<file path="config.mk">
export PLATFORM = sky130hd
export DESIGN_NAME = qnr_tail
export DESIGN_NICKNAME = d
export VERILOG_FILES = /design/src/sv/quadratic_nearest_root_defines.svh /design/src/sv/qnr_pkg.sv /design/src/sv/qnr_tail.sv
export SDC_FILE = /design/constraint.sdc
export NUM_CORES = 2
export LEC_CHECK = 0
export BUFFER_PORTS_ARGS = -buffer_cell sky130_fd_sc_hd__clkbuf_2
export CAP_MARGIN = 20
export CORE_UTILIZATION = 58
export CTS_CLUSTER_DIAMETER = 50
export DETAILED_ROUTE_END_ITERATION = 10
export PLACE_DENSITY = 0.75
export SLEW_MARGIN = 10
export SYNTH_ARGS = -nofsm -noshare
export SYNTH_HDL_FRONTEND = slang
export SYNTH_SLANG_ARGS = --single-unit
</file>
<file path="constraint.sdc">
create_clock -name clk -period 8.6 [get_ports clk]
set_clock_uncertainty 0.05 [all_clocks]
set_input_delay 2.58 -clock clk [delete_from_list [all_inputs] [get_ports clk]]
set_output_delay 2.58 -clock clk [all_outputs]
set_load 0.05 [all_outputs]
</file>
<file path="src/sv/quadratic_nearest_root_defines.svh">
// Assertion macros shared by the quadratic nearest root RTL.
`ifndef QUADRATIC_NEAREST_ROOT_DEFINES_SVH
`define QUADRATIC_NEAREST_ROOT_DEFINES_SVH

// Implication checked on every rising edge outside reset.
`define QNR_ASSERT(label, ante, cons, msg) \
  label: assert property (@(posedge clk) disable iff (rst) (ante) |-> (cons)) \
    else $error(msg);

// Implication checked on every rising edge, reset included.
`define QNR_ASSERT_ALWAYS(label, ante, cons, msg) \
  label: assert property (@(posedge clk) (ante) |-> (cons)) else $error(msg);

`endif

</file>
<file path="src/sv/qnr_pkg.sv">
// Shared types and constants of the quadratic nearest root block.
`default_nettype none
package qnr_pkg;

  localparam int DIST_W     = 32;
  localparam int COEF_W     = 32;
  localparam int EPS_W      = 16;
  localparam int D_W        = 66;
  localparam int ROOT_W     = 33;
  localparam int SREM_W     = 35;
  localparam int NUM_W      = 34;
  localparam int DEN_W      = 33;
  localparam int SQRT_CELLS = 33;

  localparam logic [EPS_W-1:0]  EPS_RESET = 16'd66;
  localparam logic              REG_EPSILON = 1'b0;
  localparam logic [DIST_W-1:0] DIST_MAX = 32'h7FFF_FFFF;
  localparam logic [DIST_W-1:0] DIST_MIN = 32'h8000_0000;

  typedef struct packed {
    logic valid;
    logic go;
    logic neg1;
    logic neg2;
  } ctl_t;

  typedef struct packed {
    logic signed [COEF_W-1:0] a;
    logic signed [COEF_W-1:0] b;
  } ab_t;

endpackage
`default_nettype wire

</file>
<file path="src/sv/qnr_tail.sv">
// Root selection: threshold tests, root product test and output clamping.
`default_nettype none
module qnr_tail #(
  parameter int FRAC_BITS = 16,
  parameter int NW        = 50
) (
  input  logic                         clk,
  input  logic                         rst,
  input  logic                         adv,
  input  qnr_pkg::ctl_t                in_ctl,
  input  logic [NW-1:0]                in_q1,
  input  logic [NW-1:0]                in_q2,
  input  logic [qnr_pkg::EPS_W-1:0]    eps,
  output logic                         res_valid,
  output logic                         res_hit,
  output logic [qnr_pkg::DIST_W-1:0]   res_distance,
  output logic                         res_saturated
);

  localparam int TW = NW + 1;
  localparam int LW = qnr_pkg::EPS_W + FRAC_BITS;
  localparam int H  = (LW + 1) / 2;
  localparam int HW = LW - H;
  localparam int PW = 2 * LW;
  localparam logic [qnr_pkg::DIST_W-1:0] NEG_ONE =
    qnr_pkg::DIST_W'(0) - (qnr_pkg::DIST_W'(1) << FRAC_BITS);

  logic [LW-1:0] lim;
  assign lim = {eps, {FRAC_BITS{1'b0}}};

  // First stage: signed roots, threshold tests, magnitudes for the product.
  logic signed [TW-1:0] t1_c, t2_c;
  logic                 ge1_c, ge2_c, pass_c, big_c;

  assign t1_c   = in_ctl.neg1 ? -$signed({1'b0, in_q1}) : $signed({1'b0, in_q1});
  assign t2_c   = in_ctl.neg2 ? -$signed({1'b0, in_q2}) : $signed({1'b0, in_q2});
  assign ge1_c  = !(in_ctl.neg1 && in_q1 != '0) && in_q1 >= NW'(eps);
  assign ge2_c  = !(in_ctl.neg2 && in_q2 != '0) && in_q2 >= NW'(eps);
  assign pass_c = in_q1 == '0 || in_q2 == '0 || in_ctl.neg1 != in_ctl.neg2;
  // Either magnitude above the limit already makes the product too large.
  assign big_c  = in_q1 > NW'(lim) || in_q2 > NW'(lim);

  qnr_pkg::ctl_t        s1_ctl;
  logic signed [TW-1:0] s1_t1, s1_t2;
  logic                 s1_ge1, s1_ge2, s1_pass, s1_big;
  logic [LW-1:0]        s1_m1, s1_m2;

  always_ff @(posedge clk) begin
    if (rst) begin
      s1_ctl <= '0;
    end else if (adv) begin
      s1_ctl <= in_ctl;
    end
  end

  always_ff @(posedge clk) begin
    if (adv) begin
      s1_t1   <= t1_c;
      s1_t2   <= t2_c;
      s1_ge1  <= ge1_c;
      s1_ge2  <= ge2_c;
      s1_pass <= pass_c;
      s1_big  <= big_c;
      s1_m1   <= in_q1[LW-1:0];
      s1_m2   <= in_q2[LW-1:0];
    end
  end

  // Second stage: partial products and the root choice.
  qnr_pkg::ctl_t        s2_ctl;
  logic signed [TW-1:0] s2_t;
  logic                 s2_both, s2_pass, s2_big;
  logic [2*H-1:0]       s2_ll;
  logic [H+HW-1:0]      s2_lh, s2_hl;
  logic [2*HW-1:0]      s2_hh;
  logic                 both_c;
  logic signed [TW-1:0] tsel_c;

  assign both_c = s1_ge1 && s1_ge2;
  assign tsel_c = both_c ? ((s1_t1 < s1_t2) ? s1_t1 : s1_t2) : (s1_ge1 ? s1_t1 : s1_t2);

  always_ff @(posedge clk) begin
    if (rst) begin
      s2_ctl <= '0;
    end else if (adv) begin
      s2_ctl <= s1_ctl;
    end
  end

  always_ff @(posedge clk) begin
    if (adv) begin
      s2_t    <= tsel_c;
      s2_both <= both_c;
      s2_pass <= s1_pass;
      s2_big  <= s1_big;
      s2_ll   <= s1_m1[H-1:0] * s1_m2[H-1:0];
      s2_lh   <= s1_m1[H-1:0] * s1_m2[LW-1:H];
      s2_hl   <= s1_m1[LW-1:H] * s1_m2[H-1:0];
      s2_hh   <= s1_m1[LW-1:H] * s1_m2[LW-1:H];
    end
  end

  // Final sum, product test, hit decision and clamping to 32 bits.
  logic [PW-1:0]        prod;
  logic                 prod_ok, hit_c, fits;
  logic [TW-1:32-1]     top_bits;

  assign prod = PW'(s2_ll) + (PW'(s2_lh) << H) + (PW'(s2_hl) << H) + (PW'(s2_hh) << (2 * H));
  assign prod_ok  = s2_pass || (!s2_big && prod <= PW'(lim));
  assign hit_c    = s2_ctl.go && (s2_both || prod_ok);
  assign top_bits = s2_t[TW-1:31];
  assign fits     = (&top_bits) || !(|top_bits);

  assign res_valid     = s2_ctl.valid;
  assign res_hit       = hit_c;
  assign res_saturated = hit_c && !fits;
  assign res_distance  = !hit_c ? NEG_ONE :
                         fits ? s2_t[qnr_pkg::DIST_W-1:0] :
                         (s2_t[TW-1] ? qnr_pkg::DIST_MIN : qnr_pkg::DIST_MAX);

endmodule
`default_nettype wire

</file>
Word-level counts from Yosys, hierarchy flattened --
Cells that the tools add are included.
Cells by class: add/sub/neg operators 5, multipliers 4, magnitude comparators 6, equality and inequality tests 1, muxes and demuxes 8, reduce and logical (&&, ||, !) cells 25
Operator list (count):
- 2-to-1 mux 51 bit | 3
- multiplier 16 x 16 -> 32 bit | 4
- negator 50 -> 51 bit | 2
- >= comparator 50 x 16 -> 1 bit | 2
- > comparator 50 x 32 -> 1 bit | 2
- zero test 50 bit | 2
- 2-to-1 mux 50 bit | 2
- nonzero test 50 bit | 2
- 2-to-1 mux 32 bit | 3
- adder 50 x 64 -> 64 bit | 1
- less-or-equal comparator 64 x 32 -> 1 bit | 1
- less-than comparator 51 bit | 1
- adder 49 x 48 -> 50 bit | 1
- adder 32 x 48 -> 49 bit | 1
- AND reduction 20 bit | 1
- OR reduction 20 bit | 1
- logical AND 1 bit | 8
- logical OR 1 bit | 6
- zero test 1 bit | 5
- inequality test 1 bit | 1
Word-level totals: register bits after elaboration 356, input port bits 123, word-level logic and storage cells 71

Longest topological paths before layout --
depth after elaboration 9, mapped depth 25

Least setup slack after synthesis --
OpenSTA, ideal clock, no wires.
kind in2out, start point input port eps[7] in the netlist's numbering, end point output port res_distance[10] in the netlist's numbering, data arrival time 6.063 ns, data required time 5.970 ns, slack -0.093 ns, cell stages on the path 14, cells stage by stage inv_1 ha_1 a21oi_1 nand3_1 a221o_1 o31a_1 nor4_1 nand4_1 nor4_1 nand4_1 or4_1 buf_2 buf_6 a21oi_1
Between the ends: longest elaborated chain between the ends 6
RTL lines:
- start, declared | line qnr_tail.sv:13 | input logic [qnr_pkg::EPS_W-1:0] eps,
- less-or-equal comparator 64 x 32 -> 1 bit | line qnr_tail.sv:109 | assign prod_ok = s2_pass || (!s2_big && prod <= PW'(lim));
- logical AND 1 bit | line qnr_tail.sv:109
- logical OR 1 bit | line qnr_tail.sv:109
- logical OR 1 bit | line qnr_tail.sv:110 | assign hit_c = s2_ctl.go && (s2_both || prod_ok);
- logical AND 1 bit | line qnr_tail.sv:110
- 2-to-1 mux 32 bit | line qnr_tail.sv:117 | assign res_distance = !hit_c ? NEG_ONE :
- end, declared | line qnr_tail.sv:16 | output logic [qnr_pkg::DIST_W-1:0] res_distance,
Every way passes these cells.

Worst setup path in the final report --
start point register s2_lh[1], end point output port res_distance[14] in the netlist's numbering
Between the ends: longest elaborated chain between the ends 9
RTL lines:
- start, declared | line qnr_tail.sv:74 | logic [H+HW-1:0] s2_lh, s2_hl;
- start signal, assigned | line qnr_tail.sv:97 | s2_lh <= s1_m1[H-1:0] * s1_m2[LW-1:H];
- adder 32 x 48 -> 49 bit | line qnr_tail.sv:108 | assign prod = PW'(s2_ll) + (PW'(s2_lh) << H) + (PW'(s2_hl) << H) + (PW'(s2_hh) << (2 * H));
- adder 49 x 48 -> 50 bit | line qnr_tail.sv:108
- adder 50 x 64 -> 64 bit | line qnr_tail.sv:108
- less-or-equal comparator 64 x 32 -> 1 bit | line qnr_tail.sv:109
- logical AND 1 bit | line qnr_tail.sv:109
- logical OR 1 bit | line qnr_tail.sv:109
- logical OR 1 bit | line qnr_tail.sv:110
- logical AND 1 bit | line qnr_tail.sv:110
- 2-to-1 mux 32 bit | line qnr_tail.sv:117
Every way passes these cells.

==> impl_results.md <==
* Wl on met1 at slightly above 60 mm
* Vias in the first global route at 42200
* Mapped Area at 53600 µm²
* CP endpoint kind: output port
* Hold EP: s2_pass
* Violated checks: negative setup slack
* # fillers at a little over 7000
* Initial antenna violation count at 7
* Row Count at 111
* WL met3 at between 10 and 15 mm
* Fin crit period at 8.88 ns
* Area delta synth->final at 9.71%
* RR Endpoint: s2_ll[30]
* Worst slew pin tran at 1.42 ns
* Largest cells by area after synthesis: fa_1 (30%), edfxtp_1 (20%), ha_1 (14%), inv_1 (7.2%), nand2_1 (5.3%)
* WHS Path Cells at 0
* Highest metal used: met4
* DRC viols at 0
* CTS tree: done
* Count of pins over their slew limit at 0
* Synth top area share at 30.2%
* Arrival @ worst endpoint at 6.25 ns
* Worst Path Required at 5.97 ns
* Finish-stage setup viols at 34
* Via count at about 41000
* Die span in x at between 300 and 400 µm
* CTS Hold Bufs at 0
* Reg area at 10600 µm²
* Synth top cells by count: inv_1 (1026), fa_1 (809), nand2_1 (761), ha_1 (580), and2_1 (390)
* DP HPWL at 119 mm
* Clock root buffer: clkbuf_16
* Ports at 158
* Avg Vias per Cell at 5.88
* Outcome: finished, violations left
* Worst slew margin at 5.55%
* First-pass GRT wire length at ~240 mm
* Routed WL at 151 mm
* Reg-to-reg slack, setup at roughly 0.8 ns
* Reg-to-Reg Start: s1_m2[6]
* Max frequency at roughly 110 MHz
* GRT Total Usage at 33.1%
* R2R cell count at 21
* Mux share of post-synthesis cell area at 1.27%
* Critical path peak fanout at 19
* Post-synthesis register bit count at 354
* Mapped Cells at roughly 5600
* Fin. Hold Viols at 0
* Initial DRC Count at 3718
* DIE HEIGHT at ~300 µm
* Top-count cell post-synth: inv_1
* Seq/Total Area, Yosys at roughly a fifth
* Final nets at around 7000
* Setup ws final at -0.277 ns
* Simple-Gate Fraction of Synth Area at 14.8%
* Max-Cap Viols at 0
* Top_reg_cell synth: edfxtp_1
* Post-synth EDFFs at 350
* Period utilization at 103%
* Critical path class: register to output port
* Multi-input gate area at 38500 µm²
* Post-detailed-route wirelength per cell at 21.9 µm
* Ys async rst share at 0%
* Adder-cell share of the synthesized area at between 40% and 50%
* Final core occ at 64.2%
* RSZ-0062 raised after global routing: yes
* Layout cells sized above 1 at approximately a tenth
* Critical Path Start Type: register
* Initial Util at 58.5%
* Xor/xnor share of the synthesized area at 3.69%
* GPL Wtd Cong at around 0.98
* Overflow after GRT at 0
* Largest family of logic cells by synthesized area: adder cells
* CTS buffer count at 52
* Hold Startpoint: s1_pass
* Hold crit path type: register to register
* Post-synthesis compound-gate area fraction at 7.83%
* Avg Cell Area, Syn at about 9.6 µm²
* Die area at 93600 µm²
* Core Box Area at 91500 µm²
* CTS Sinks at 354
* H-tree depth at 2
* DRT Pass-1 Iters at 6
* Clock Latency Late Sink at roughly 0.64 ns
* Worst-path clk slew at 0.06 ns
* Port bufs at 157
* Post-route ant nets at 0
* Largest net degree at the start of global routing at 159
* Top cell type by total area after synthesis: fa_1
* Synth Net Count at 7077
* Met2 WL at 71.2 mm
* Clock Path Buffers at 3
* Yosys cell types at 81
* Yosys warning count at 0
final cells by class:
| type | count | share of cell area, % |
|---|---|---|
| diodes | 3 | 0.0128 |
| clock inverters | 44 | 0.960 |
| inverters | 1026 | 6.55 |
| repair buffers | 308 | 4.13 |
| well taps | 1186 | 2.52 |
| clock buffers | 53 | 2.22 |
| flip-flops and latches | 354 | 18.0 |
| multi-input cells | 3943 | 65.6 |
stage by stage:
step	cells	setup slack [ns]	area [µm²]	hold WS, ns	setup TNS, ns
2_1_floorplan	5565	-0.0928	53600	0.350	-0.835
3_5_place_dp	6804	-0.181	56200	0.364	-2.73
4_1_cts	6910	-0.311	58600	0.377	-8.19
3_3_place_gp	6804	-0.0713	56200	0.352	-0.864
5_1_grt	6916	-0.491	58800	0.388	-12.77
6_report	6917	-0.277	58800	0.380	-4.64
worst max-delay path by stage:
stage | from | end | slack (ns)
after floorplan | eps[7] | res_distance[10] | -0.09
after global placement | eps[7] | res_distance[12] | -0.07
after detailed placement | eps[7] | res_distance[12] | -0.18
after CTS | s2_lh[1] | res_distance[12] | -0.31
after global routing | s2_lh[1] | res_distance[14] | -0.49
final | s2_lh[1] | res_distance[14] | -0.28
routing by layer:
metal / GRT usage (%) / up-vias
met5: 0 / -
met4: 12.6 / 0
met3: 4.94 / 333
met2: 54.4 / 1751
met1: 44.4 / 20500
li1: - / 18100
kinds of logic (layout without fill, tap and decap cells):
| family | count (synthesis) | after routing |
|---|---|---|
| other cells | 0 | 3 |
| compound gates | 649 | 649 |
| xor+xnor | 226 | 226 |
| mux | 61 | 61 |
| buf+inv | 1268 | 1431 |
| fa+ha+maj | 1389 | 1389 |
| flops | 354 | 354 |
| simple gates | 1618 | 1618 |
critical path, stage by stage, from the launching register on:
cell      delay (ns)
edfxtp_1        0.37
inv_2           0.07
fa_1            0.41
inv_1           0.07
ha_2            0.20
inv_2           0.04
fa_2            0.34
nand2b_4        0.17
a21oi_4         0.18
o41ai_4         0.11
o31ai_2         0.30
xor2_1          0.21
ha_1            0.27
nand4_1         0.14
nor2_1          0.07
a221o_1         0.31
o31a_1          0.35
nor4_1          0.31
nand4_1         0.14
nor4_2          0.20
nand4_1         0.15
or4_4           0.58
buf_12          0.18
a21oi_2         0.23
buf_8           0.18
layout by cell type (no fill, tap or decap), drive strengths merged, types with 32 or more instances in the layout:
master | synthesis | routed
inv | 1026 | 1040
fa | 809 | 809
nand2 | 761 | 761
ha | 580 | 580
and2 | 390 | 390
edfxtp | 350 | 350
a21oi | 200 | 200
xnor2 | 194 | 194
buf | 4 | 186
clkbuf | 238 | 175
o21ai | 124 | 124
nor2 | 114 | 114
a21o | 91 | 91
nand4 | 64 | 64
nand3 | 58 | 58
mux2 | 55 | 55
nor3 | 49 | 49
o31ai | 38 | 38
o21a | 37 | 37
xor2 | 32 | 32
nand2b | 32 | 32
timing repair:
action | CTS | global route
gates cloned | 1 | 0
setup endpoints to repair | 34 | 34
setup buffers | 9 | 3
gates resized for setup | 114 | 37
pin swaps | 9 | 4
flip-flops by register name (all words and copies together) (netlist names), 2 cells and up:
register,count
s2_t,51
s1_ctl,2
s1_t1,51
s2_hh,32
s1_m1,31
s1_t2,51
s1_m2,31
s2_ll,32
s2_lh,32
s2_hl,32
Power is left out: the tool's default activity adds up to more than one toggle a clock period on the data nets, which glitch-free logic cannot reach.
