[src/sv/quadratic_nearest_root_defines.svh]
// Assertion macros shared by the quadratic nearest root RTL.
`ifndef QUADRATIC_NEAREST_ROOT_DEFINES_SVH
`define QUADRATIC_NEAREST_ROOT_DEFINES_SVH

// Implication checked on every rising edge outside reset.
`define QNR_ASSERT(label, ante, cons, msg) \
  label: assert property (@(posedge clk) disable iff (rst) (ante) |-> (cons)) \
    else $error(msg);

// Implication checked on every rising edge, reset included.
`define QNR_ASSERT_ALWAYS(label, ante, cons, msg) \
  label: assert property (@(posedge clk) (ante) |-> (cons)) else $error(msg);

`endif

[src/sv/qnr_pkg.sv]
// Shared types and constants of the quadratic nearest root block.
`default_nettype none
package qnr_pkg;

  localparam int DIST_W     = 32;
  localparam int COEF_W     = 32;
  localparam int EPS_W      = 16;
  localparam int D_W        = 66;
  localparam int ROOT_W     = 33;
  localparam int SREM_W     = 35;
  localparam int NUM_W      = 34;
  localparam int DEN_W      = 33;
  localparam int SQRT_CELLS = 33;

  localparam logic [EPS_W-1:0]  EPS_RESET = 16'd66;
  localparam logic              REG_EPSILON = 1'b0;
  localparam logic [DIST_W-1:0] DIST_MAX = 32'h7FFF_FFFF;
  localparam logic [DIST_W-1:0] DIST_MIN = 32'h8000_0000;

  typedef struct packed {
    logic valid;
    logic go;
    logic neg1;
    logic neg2;
  } ctl_t;

  typedef struct packed {
    logic signed [COEF_W-1:0] a;
    logic signed [COEF_W-1:0] b;
  } ab_t;

endpackage
`default_nettype wire

[src/sv/qnr_sqrt_cell.sv]
// One cell of the square root chain: settles one root bit per beat.
`default_nettype none
module qnr_sqrt_cell (
  input  logic                        clk,
  input  logic                        rst,
  input  logic                        adv,
  input  qnr_pkg::ctl_t               in_ctl,
  input  qnr_pkg::ab_t                in_ab,
  input  logic [qnr_pkg::SREM_W-1:0]  in_rem,
  input  logic [qnr_pkg::ROOT_W-1:0]  in_root,
  input  logic [qnr_pkg::D_W-1:0]     in_d,
  output qnr_pkg::ctl_t               out_ctl,
  output qnr_pkg::ab_t                out_ab,
  output logic [qnr_pkg::SREM_W-1:0]  out_rem,
  output logic [qnr_pkg::ROOT_W-1:0]  out_root,
  output logic [qnr_pkg::D_W-1:0]     out_d
);

  logic [qnr_pkg::SREM_W+1:0] rem_sh;
  logic [qnr_pkg::SREM_W+1:0] trial;
  logic [qnr_pkg::SREM_W+1:0] diff;
  logic                       take;

  // Bring down the next pair of radicand bits and try (root << 2) | 1.
  assign rem_sh = {in_rem, in_d[qnr_pkg::D_W-1 -: 2]};
  assign trial  = (qnr_pkg::SREM_W + 2)'({in_root, 2'b01});
  assign take   = rem_sh >= trial;
  assign diff   = rem_sh - trial;

  always_ff @(posedge clk) begin
    if (rst) begin
      out_ctl <= '0;
    end else if (adv) begin
      out_ctl <= in_ctl;
    end
  end

  always_ff @(posedge clk) begin
    if (adv) begin
      out_ab   <= in_ab;
      out_rem  <= take ? diff[qnr_pkg::SREM_W-1:0] : rem_sh[qnr_pkg::SREM_W-1:0];
      out_root <= {in_root[qnr_pkg::ROOT_W-2:0], take};
      out_d    <= {in_d[qnr_pkg::D_W-3:0], 2'b00};
    end
  end

endmodule
`default_nettype wire

[config.mk]
export PLATFORM = sky130hd
export DESIGN_NAME = qnr_sqrt_cell
export DESIGN_NICKNAME = d
export VERILOG_FILES = /design/src/sv/quadratic_nearest_root_defines.svh /design/src/sv/qnr_pkg.sv /design/src/sv/qnr_sqrt_cell.sv
export SDC_FILE = /design/constraint.sdc
export NUM_CORES = 1
export LEC_CHECK = 0
export ABC_AREA = 1
export BUFFER_PORTS_ARGS = -buffer_cell sky130_fd_sc_hd__clkbuf_2
export CAP_MARGIN = 20
export CELL_PAD_IN_SITES_DETAIL_PLACEMENT = 1
export CELL_PAD_IN_SITES_GLOBAL_PLACEMENT = 2
export CORE_ASPECT_RATIO = 0.9
export CORE_MARGIN = 1
export CORE_UTILIZATION = 29
export CTS_CLUSTER_SIZE = 16
export DETAILED_ROUTE_END_ITERATION = 8
export PLACE_DENSITY_LB_ADDON = 0.25
export SLEW_MARGIN = 10
export SYNTH_ARGS = -nofsm -noshare
export SYNTH_HDL_FRONTEND = slang
export SYNTH_SLANG_ARGS = --single-unit
[constraint.sdc]
create_clock -name clk -period 2.15 [get_ports clk]
set_input_delay 0.3225 -clock clk [delete_from_list [all_inputs] [get_ports clk]]
set_output_delay 0.3225 -clock clk [all_outputs]
set_load 0.03 [all_outputs]
Yosys cells after proc, flatten, opt, wreduce, memory -nomap -nowiden
Index checks and enable logic that the tools add are counted.
Word-level totals
  register bits: 200
Cells by class
  $lt $le $gt $ge: 1
  mux-type cells: 1
  add/sub/neg operators: 1
Operators by type and width (number)
  37-bit by 35-bit >= comparator with 1-bit output: 1
  35-bit two-way mux: 1
  35-bit subtractor: 1

Longest topological paths before layout
Gate-level depths: netlist of the first run.
  word-level depth: 2
  mapped depth: 16
  gate-level depth less buffers: 15

Least setup slack after synthesis of the first run
No wires, ideal clock.
  path kind: input to register
  start point: input port in_root[22] in the netlist's numbering
  end point: register out_rem[26] in the netlist's numbering, data pin
  path slack: 199 ps
  data arrival time: 1698 ps
  stages on the path: 13
  buffers on the path: 1
  library setup time: 252 ps
  required time: 1898 ps
  path through: inv_1 ha_1 nand2_1 inv_1 nand2_1 nand2_1 nand2_1 nand2_1 a21oi_2 nand4_4 buf_8 nand3_2 nand2_1
On the way
  longest elaborated chain between the ends: 2
  elaborated cells between the ends (all ways): 3
  classes of those cells: 1 x add/sub; 1 x order compare; 1 x mux
Ends and longest elaborated chain
  start, declared: RTL line qnr_sqrt_cell.sv:10  | input logic [qnr_pkg::ROOT_W-1:0] in_root,
  35-bit subtractor / 37-bit by 35-bit >= comparator with 1-bit output (equally long branches): RTL line qnr_sqrt_cell.sv:28, qnr_sqrt_cell.sv:27
  35-bit two-way mux (*): RTL line qnr_sqrt_cell.sv:41  | out_rem <= take ? diff[qnr_pkg::SREM_W-1:0] : rem_sh[qnr_pkg::SREM_W-1:0];
  end signal, assigned: RTL line qnr_sqrt_cell.sv:41
  end, declared: RTL line qnr_sqrt_cell.sv:14  | output logic [qnr_pkg::SREM_W-1:0] out_rem,
Every way passes the cells marked *; elsewhere a longest branch is shown, timed or not.
A chain may end at the register's enable or synchronous reset.

Worst setup path after layout of the first run
  start point: input port in_root[15] in the netlist's numbering
  end point: register out_rem[1] in the netlist's numbering, data pin
On the way
  longest elaborated chain between the ends: 2
Ends and longest elaborated chain
  37-bit by 35-bit >= comparator with 1-bit output: RTL line qnr_sqrt_cell.sv:27  | assign take = rem_sh >= trial;
  35-bit two-way mux: RTL line qnr_sqrt_cell.sv:41
No other way between the ends.

==> results of run 1 <==
==> logic make-up after synthesis <==
logic type	count (synthesis)
XOR/XNOR	17
flip-flops	200
other	1
buffers and inverters	143
AND/OR/NAND/NOR	448
AO/OA/AOI/OAI	44
adder cells (fa/ha/maj)	35
==> worst paths after layout <==
path / start / endpoint / slack, ns / depth (start not counted)
hold / removal: in_ab[9] / out_ab[9] / 0.05 / 1
setup reg to reg: out_ctl[1] / out_ctl[1] / 1.52 / 2
hold reg to reg: out_ctl[0] / out_ctl[0] / 0.47 / 2
setup / recovery: in_root[15] / out_rem[1] / 0.24 / 14
==> layer usage <==
layer / GRT usage, % / part of all wire [%] / vias up / routed length, um
met2: 38.7 / 50 / 234 / 18400
met5: 0 / 0.15 / - / 55
met1: 25.8 / 42 / 3965 / 15400
met4: 5.60 / 1.7 / 10 / 629
met3: 5.76 / 5.7 / 39 / 2090
li1: - / - / 4035 / -
==> layout make-up <==
class                           instances  share of cell area (%)
Clock buffer                           17                    3.08
Tap cell                              416                    3.77
Clock inverter                         15                    1.42
Sequential cell                       200                    43.3
Inverter                              130                    3.54
Multi-Input combinational cell        546                    21.8
Timing Repair Buffer                  543                    23.1
==> registers in the layout, indices dropped and copies added, names as in the netlist <==
register / flops
out_root: 33
out_ab: 64
out_ctl: 4
out_rem: 35
out_d: 64
==> metrics by stage <==
| step | util, % | TNS, ns | setup slack, ns | hold WS, ns |
|---|---|---|---|---|
| 4_1_cts | 42.7 | 0 | 0.271 | 0.0117 |
| 5_1_grt | 42.7 | 0 | 0.0401 | 0.0176 |
| 3_5_place_dp | 40.8 | -6.37 | -0.223 | 0.461 |
| 6_report | 42.7 | 0 | 0.244 | 0.0465 |
| 3_3_place_gp | 40.8 | -6.24 | -0.209 | 0.450 |
| 2_1_floorplan | - | 0 | 0.199 | 0.392 |
==> power by group through the flow <==
stage	clock [mW]	sequential, mW	combinational, mW
3_5_place_dp	0	4.89	2.76
5_1_grt	3.66	4.84	2.94
2_1_floorplan	0	5.62	0.757
3_3_place_gp	0	4.89	2.72
6_report	3.42	4.80	2.72
4_1_cts	3.55	4.81	2.77
==> critical path, cell delays in order <==
cell and delay, ns:
clkbuf_2 0.13, inv_1 0.09, ha_1 0.37, nand2_2 0.14, nor2_4 0.06, nand2_1 0.11, clkinv_1 0.15, nand2_1 0.10
nand2_1 0.05, nand2_1 0.10, nand4_4 0.12, buf_12 0.19, nand2_1 0.06, o21ai_0 0.09
==> cell usage in the layout (no fill, tap or decap), types with 2 or more instances in the layout <==
master and count:
clkbuf_2 403, nand2_1 263, edfxtp_1 196, buf_4 130
inv_1 128, nor2_1 51, nand3_2 41, nand3_1 39
ha_1 35, a21oi_1 27, clkbuf_16 17, xor2_1 16
nand2_2 14, nand3b_1 10, nor2_2 9, buf_12 9
o21bai_1 7, nor3_1 7, o21ai_0 5, nand4_1 4
inv_8 4, dfxtp_1 4, nor2_4 3, nor4_1 3
clkinv_8 3, a21oi_2 2, conb_1 2, clkinv_4 2
inv_6 2, inv_12 2
==> impl_metrics.yaml, run 1 <==
placement:
  dp_cells: 1835
  placed_cell_area_sq_um: 13200
  gp_congestion: 0.853
  hpwlAfterDp_um: 30200
  port_buffers: 404
clocking:
  ctsHoldBuffers: 0
  cts_tree: "done"
  ctsResizeCount: 0
  htree_levels: 4
  cts-buffers-inserted: 17
  postCtsSetupBuffers: 0
  cts_buffer_depth: 2
  clk_transition_reported_paths_ns: 0.08
  root_buffer: "clkbuf_16"
  cts_sinks: 200
  clkLatencyLatePin_ns: 0.44
critical_path:
  cp_max_fo: 15
  crit_type: "in2reg"
  critical_path_required_ns: 2.34
  startpoint_type: "input pin"
  crit_path_end_kind: "register"
  crit_arrival_ns: 2.10
sta:
  setup-violations-final: 0
  finClkSkew_ns: 0
  relSlewSlack_pct: 64.3
  finalCritPeriodShare_pct: 88.7
  fmax_ghz: 0.525
  worst_slew_pin_slew_ns: 0.530
  rsz0062_at_grt: "no"
  hold_violations: 0
  finalMaxSlewViolations: 0
  fin_crit_ns: 1.91
pwr:
  power.total_mw: 10.9
  peakVddDrop_uv: 520
  p_int_mw: 7.33
  swShare_pct: 33.0
  comb_power_share_pct: 24.9
  p_switching_mw: 3.61
  power_density_nw_per_um2: 793
  pwr-share-seq_pct: 43.9
  leakagePower_nw: 6.80
  pwr-share-clk_pct: 31.2
final_layout:
  area_delta_synth_final_pct: 43.7
  post-route-cell-area_sq_um: 13800
  multiInputGateArea_sq_um: 3010
  fin_nets: 1678
  drive_gt1_share_pct: 44.7
  seq_area_sq_um: 5970
  num_antenna_cells: 0
  instances_no_fill: 1867
  fill_cells: 3779
job:
  cap_viol_max_count: 0
synthesis:
  yosysSeqAreaShare_pct: 62.2
  ys_ff_latch: 200
  synth.distinct_cells: 35
  netlist_instances: 888
  ys_warn_count: 0
  synth.area.top_cells: "edfxtp_1 (61%), nand2_1 (10%), inv_1 (5.0%)"
  synth-adder-area-share_pct: 4.56
  synth_top_family_by_area: "simple AND/OR/NAND/NOR gates"
  yosysTopAreaCellShare_pct: 61.3
  synth-simple-area-share_pct: 22.5
  synth-compound-area-share_pct: 2.65
  synth_commonest_cells: "nand2_1 (263), edfxtp_1 (196), inv_1 (128)"
  muxShareOfSynthArea_pct: 0
  avgSynthCellArea_sq_um: 10.8
  synth_most_common_cell: "nand2_1"
  synth_edf_count: 196
  netlist_area_sq_um: 9600
  async_flop_share_pct: 0
  synthFlopType: "edfxtp_1"
  yosys.area.top_type: "edfxtp_1"
  synth_xor_xnor_area_share_pct: 1.55
grt:
  grt-ovfl-total: 0
  grt_pass1_vias: 8834
  grt_max_degree: 53
  grt_pass1_wl_um: 54100
  grtUsageTotal_pct: 21.7
  antenna_found_initial: 5
floorplanning:
  dieHeight_um: 175
  ios: 407
  row_count: 62
  design.core.area_sq_um: 32300
  dieArea_sq_um: 33800
  initial_core_util_pct: 29.7
  die_w_um: 194
routing:
  dr.first_iter.drc_count: 333
  postRouteAntennaNets: 0
  drt_wl_total_um: 36500
  dr_total_vias: 8283
  wl_per_cell_um: 19.6
  via_per_inst: 4.44
  first_pass_iters: 4
  drc: 0
worst_hold_path:
  hp-class: "in2reg"
outcome:
  outcome: "completed"
Note: power is estimated with default switching activity, not from simulation.
==> run 2, diff against run 1 <==
- ABC_AREA: 1 -> not set
==> run 2 against run 1 <==
  * The flow now finishes with violations (setup timing)
  * Clock power shrank 4%
  * Core utilization grew 5.1 points
  * Fmax shrank 20%
  * Cell count shrank 18%
  * Via count shrank 17%
  * Count of clock-buffer cells in the layout is the same
  * Worst hold slack lost 0.0017 ns
  * First-iteration DRC count shrank 9.0%
  * Sequential share of layout area grew 1.0 points
  * Critical path type unchanged
  * Critical endpoint is now out_rem[29]
  * Largest cell class unchanged
  * Highest routed layer is now met4
==> impl_metrics.yaml, run 2 <==
floorplanning:
  design.core.area_sq_um: 28200
  dieArea_sq_um: 29600
  ios: 407
  initial_core_util_pct: 29.8
  die_w_um: 181
  dieHeight_um: 163
  row_count: 58
clocking:
  cts_tree: "done"
  cts-buffers-inserted: 17
  cts_sinks: 200
  cts_buffer_depth: 2
  clkLatencyLatePin_ns: 0.44
  htree_levels: 4
  root_buffer: "clkbuf_16"
  clk_transition_reported_paths_ns: 0.09
grt:
  grt_pass1_vias: 6998
  grt_max_degree: 49
  grt-ovfl-total: 0
  antenna_found_initial: 5
  grt_pass1_wl_um: 42500
  grtUsageTotal_pct: 19.6
sta:
  finalCritPeriodShare_pct: 110
  fmax_ghz: 0.422
  hold_violations: 0
  fin_ws_ns: -0.221
  rsz0062_at_grt: "yes"
  setup-violations-final: 35
  finClkSkew_ns: 0
  fin_crit_ns: 2.37
  finalMaxSlewViolations: 0
synthesis:
  synth_most_common_cell: "edfxtp_1"
  synth_edf_count: 196
  yosysTopAreaCellShare_pct: 70.2
  yosys.area.top_type: "edfxtp_1"
  synth_commonest_cells: "edfxtp_1 (196), nand2_1 (62), inv_1 (46)"
  netlist_instances: 592
  synthFlopType: "edfxtp_1"
  ys_warn_count: 0
  avgSynthCellArea_sq_um: 14.2
  synth.distinct_cells: 49
  yosysSeqAreaShare_pct: 71.2
  ys_ff_latch: 200
  netlist_area_sq_um: 8380
  synth.area.top_cells: "edfxtp_1 (70%), ha_1 (5.2%), nand2_1 (2.8%)"
  async_flop_share_pct: 0
pwr:
  leakagePower_nw: 6.10
  power_density_nw_per_um2: 818
  power.total_mw: 11.0
  peakVddDrop_uv: 527
placement:
  gp_congestion: 0.771
  port_buffers: 404
  dp_cells: 1468
  dp_slack_ns: -0.870
  hpwlAfterDp_um: 23500
  placed_cell_area_sq_um: 12000
worst_hold_path:
  hp-class: "in2reg"
  worstHoldStart: "in_root[23]"
routing:
  via_per_inst: 4.50
  first_pass_iters: 4
  dr_total_vias: 6874
  drt_wl_total_um: 30200
  drc: 0
  wl_per_cell_um: 19.7
  postRouteAntennaNets: 0
  dr.first_iter.drc_count: 303
final_layout:
  mostFrequentLayoutCells: "clkbuf_2 (384), edfxtp_1 (196), buf_4 (134)"
  fin_nets: 1390
  final_common_cell: "clkbuf_2"
  area_delta_synth_final_pct: 60.7
  drive_gt1_share_pct: 60.4
  instances_no_fill: 1528
  post-route-cell-area_sq_um: 13500
  top_regs: "out_ab (64), out_d (64), out_rem (35)"
critical_path:
  r2r-end: "out_ctl[3]"
  r2r_cells: 2
  cp_max_fo: 8
  crit_path_end: "out_rem[29]"
  startpoint_type: "input pin"
  crit_type: "in2reg"
  crit_path_end_kind: "register"
  crit_arrival_ns: 2.65
  crit_path_start: "in_root[11]"
  critical_path_required_ns: 2.43
  reg2reg_slack_ns: 1.56
  r2r_start: "out_ctl[3]"
outcome:
  violations: "setup timing"
  outcome: "finished with violations"
job:
  cap_viol_max_count: 0
[run 2: cell count changes after synthesis, moves of 19 or more]
cell | before | now
nor2_1 | 51 | 23
a21o_1 | 1 | 20
o21ai_0 | 5 | 28
nand2_1 | 263 | 62
nand3_2 | 41 | 0
inv_1 | 128 | 46
nand3_1 | 39 | 8
[run 2: layout make-up]
class                           count  area (sq um)
Clock buffer                       17           425
Sequential cell                   200          5970
Antenna cell                        5          12.5
Tap cell                          360           450
Fill cell                        3037         14700
Clock inverter                     15           173
Multi-Input combinational cell    333          2760
Inverter                           46           200
Timing Repair Buffer              552          3480
[run 2: kinds of logic (layout without fill, tap and decap cells)]
kind of cell | count (synthesis) | in the layout | share of synthesized area (%)
other | 1 | 7 | 0.0447
DFF | 200 | 200 | 71.2
and+or+nand+nor | 121 | 121 | 6.34
muxes | 5 | 5 | 0.597
adders and majority gates | 35 | 35 | 5.22
AOI/OAI and AO/OA | 137 | 137 | 10.1
buffers and inverters | 60 | 630 | 3.13
xor gates and xnor gates | 33 | 33 | 3.45
[run 2: metrics by stage]
stage               TNS [ns]  hold slack, ns  util, %
CTS                    -7.89          0.0234     45.8
finish                 -6.25          0.0448     47.9
floorplan             -13.98           0.395        -
global route           -8.84          0.0192     47.8
global placement      -29.70           0.475     42.7
detailed placement    -29.70           0.487     42.7
[run 2: worst min path at each step]
stage	end	depth (start not counted)
CTS	out_d[18]	1
global route	out_root[24]	1
floorplan	out_ctl[0]	1
detailed placement	out_ctl[1]	2
global placement	out_ctl[1]	2
finish	out_root[24]	1
[run 2: timing repair]
| action | in CTS | in global routing |
|---|---|---|
| setup endpoints to repair | 36 | 36 |
| setup buffers | 8 | 10 |
| gates cloned | 2 | 5 |
| hold buffers | 0 | 0 |
| gates resized for setup | 50 | 110 |
| pin swaps | 7 | 29 |
[run 2: worst max-delay path, cell delays in order]
cell and delay [ns]:
clkbuf_2 0.10, inv_2 0.05, ha_4 0.27, nand2_2 0.05, or3_4 0.37, or4_4 0.43, o31a_1 0.30, o21ai_2 0.10
o211ai_4 0.12, buf_12 0.17, buf_12 0.15, o31ai_2 0.22
[run 2: per-layer routing]
| metal | track usage, % | wire, um |
|---|---|---|
| met1 | 22.1 | 11800 |
| met2 | 36.5 | 16300 |
| met3 | 5.57 | 1760 |
| met4 | 4.39 | 308 |
| met5 | 0 | 0 |
[run 2: power breakdown]
group | internal (mW) | switching [mW] | total, mW
clock network | 1.58 | 1.71 | 3.29
registers | 4.72 | 0.104 | 4.82
logic | 1.13 | 1.79 | 2.92
total | 7.43 | 3.60 | 11.0
==> run 3, diff against run 2 <==
- REMOVE_ABC_BUFFERS: not set -> 1
==> run 3 against run 2 <==
  * Register-to-register slack about the same
  * Largest power group unchanged
  * Critical endpoint is now out_rem[19]
  * Design area fell by 1.9%
  * Fmax is 1.1% lower
  * Highest routed layer is now met5
  * The run still ends with setup timing left
  * Count of clock-buffer cells in the layout rose by 1
  * Clock power increased by 2%
  * Setup slack worse by 0.027 ns
==> impl_metrics.yaml, run 3 (synthesis gave the netlist of run 2 again) <==
routing:
  wl_met2_um: 16100
  drc: 0
  postRouteAntennaNets: 0
  wl_per_cell_um: 19.6
  first_pass_iters: 4
  dr_wl_met3_um: 1770
  top_layer_used: "met5"
  dr_total_vias: 6937
  dr.first_iter.drc_count: 278
  drt_wl_total_um: 29900
  via_per_inst: 4.55
  met1_length_um: 11500
sta:
  fin_ws_ns: -0.248
  rsz0062_at_grt: "yes"
  hold_violations: 0
  fmax_ghz: 0.417
  finalMaxSlewViolations: 0
  setup-violations-final: 36
  finalCritPeriodShare_pct: 112
  whs_ns: 0.0396
  fin_crit_ns: 2.40
  finClkSkew_ns: 0
outcome:
  violations: "setup timing"
  outcome: "finished with violations"
clocking:
  cts-buffers-inserted: 17
  cts_sinks: 200
  cts_tree: "done"
  clkLatencyLatePin_ns: 0.44
  root_buffer: "clkbuf_16"
  clk_transition_reported_paths_ns: 0.09
  cts_buffer_depth: 2
  ctsHoldBuffers: 0
  htree_levels: 4
floorplanning:
  row_count: 58
  die_w_um: 181
  ios: 407
  initial_core_util_pct: 29.8
  dieHeight_um: 163
  dieArea_sq_um: 29600
  design.core.area_sq_um: 28200
final_layout:
  drive_gt1_share_pct: 58.3
  num_antenna_cells: 0
  final_common_cell: "clkbuf_2"
  mostFrequentLayoutCells: "clkbuf_2 (394), edfxtp_1 (196), buf_4 (137)"
  top_regs: "out_ab (64), out_d (64), out_rem (35)"
  fin_util_pct: 47.0
  fin_nets: 1391
  area_delta_synth_final_pct: 57.7
  post-route-cell-area_sq_um: 13200
critical_path:
  crit_path_end_kind: "register"
  startpoint_type: "input pin"
  critical_path_required_ns: 2.46
  crit_arrival_ns: 2.71
  reg2reg_slack_ns: 1.56
  cp_max_fo: 5
  crit_type: "in2reg"
grt:
  grt-ovfl-total: 0
  antenna_found_initial: 2
  grt_pass1_vias: 7234
  grt_max_degree: 60
  grt_pass1_wl_um: 43200
  grtUsageTotal_pct: 19.7
pwr:
  leakagePower_nw: 6.00
  peakVddDrop_uv: 484
  power_density_nw_per_um2: 835
placement:
  gp_congestion: 0.790
  port_buffers: 404
  hpwlAfterDp_um: 22600
  placed_cell_area_sq_um: 11800
job:
  cap_viol_max_count: 0
worst_hold_path:
  hp-class: "in2reg"
==> run 3: cell types whose count changed in the layout (fill, tap and decap cells not counted), sizes merged <==
cell / change
buf: -2
clkbuf: +4
diode: -5
inv: -2
clkinv: +2
clkinvlp: -1
==> run 3: final cells by class <==
class | instances | area [sq um]
clock inverters | 14 | 174
fillers | 3063 | 14900
well taps | 360 | 450
repair buffers | 553 | 3370
inverters | 46 | 180
multi-input cells | 333 | 2650
flip-flops and latches | 200 | 5970
clock buffers | 18 | 429
==> run 3: per-layer routing <==
layer / up-vias / global-route usage (%)
met1: 3369 / 21.7
met5: - / 0
met4: 2 / 5.74
li1: 3296 / -
met2: 236 / 37.0
met3: 34 / 5.40
==> run 3: path summary, 6_finish.rpt <==
kind                            cells after the start     endpoint         from
worst max-delay path                               12  out_rem[19]  in_root[11]
worst min register to register                      2   out_ctl[2]   out_ctl[2]
worst max register to register                      2   out_ctl[1]   out_ctl[1]
worst min-delay path                                1     out_d[9]      in_d[7]
==> run 3: through the flow <==
step,total power [mW],setup TNS [ns],setup WS (ns),cells
floorplan,6.28,-32.30,-0.947,579
global placement,7.42,-28.33,-0.829,1473
detailed placement,7.46,-30.40,-0.878,1473
CTS,11.0,-10.18,-0.339,1516
global route,11.5,-9.74,-0.306,1524
finish,11.0,-7.43,-0.248,1524
==> run 3: power by group <==
| part | internal [mW] | total (mW) | switching [mW] |
|---|---|---|---|
| Combinational | 1.10 | 2.87 | 1.77 |
| Clock | 1.59 | 3.36 | 1.78 |
| Sequential | 4.72 | 4.82 | 0.0988 |
==> run 3: worst max-delay path: stages <==
cell	delay, ns
buf_8	0.08
inv_4	0.03
ha_4	0.27
nand2_4	0.05
or3_4	0.38
or4_4	0.54
o31a_1	0.30
o21ai_2	0.10
o211ai_4	0.15
buf_8	0.18
clkbuf_16	0.17
o21ai_2	0.13
==> run 3: what timing repair did <==
action	CTS	global route
hold endpoints to repair	0	0
resized for setup	57	90
buffers inserted	7	9
gates cloned	4	1
pin swaps	16	22
endpoints found under the setup margin	36	36
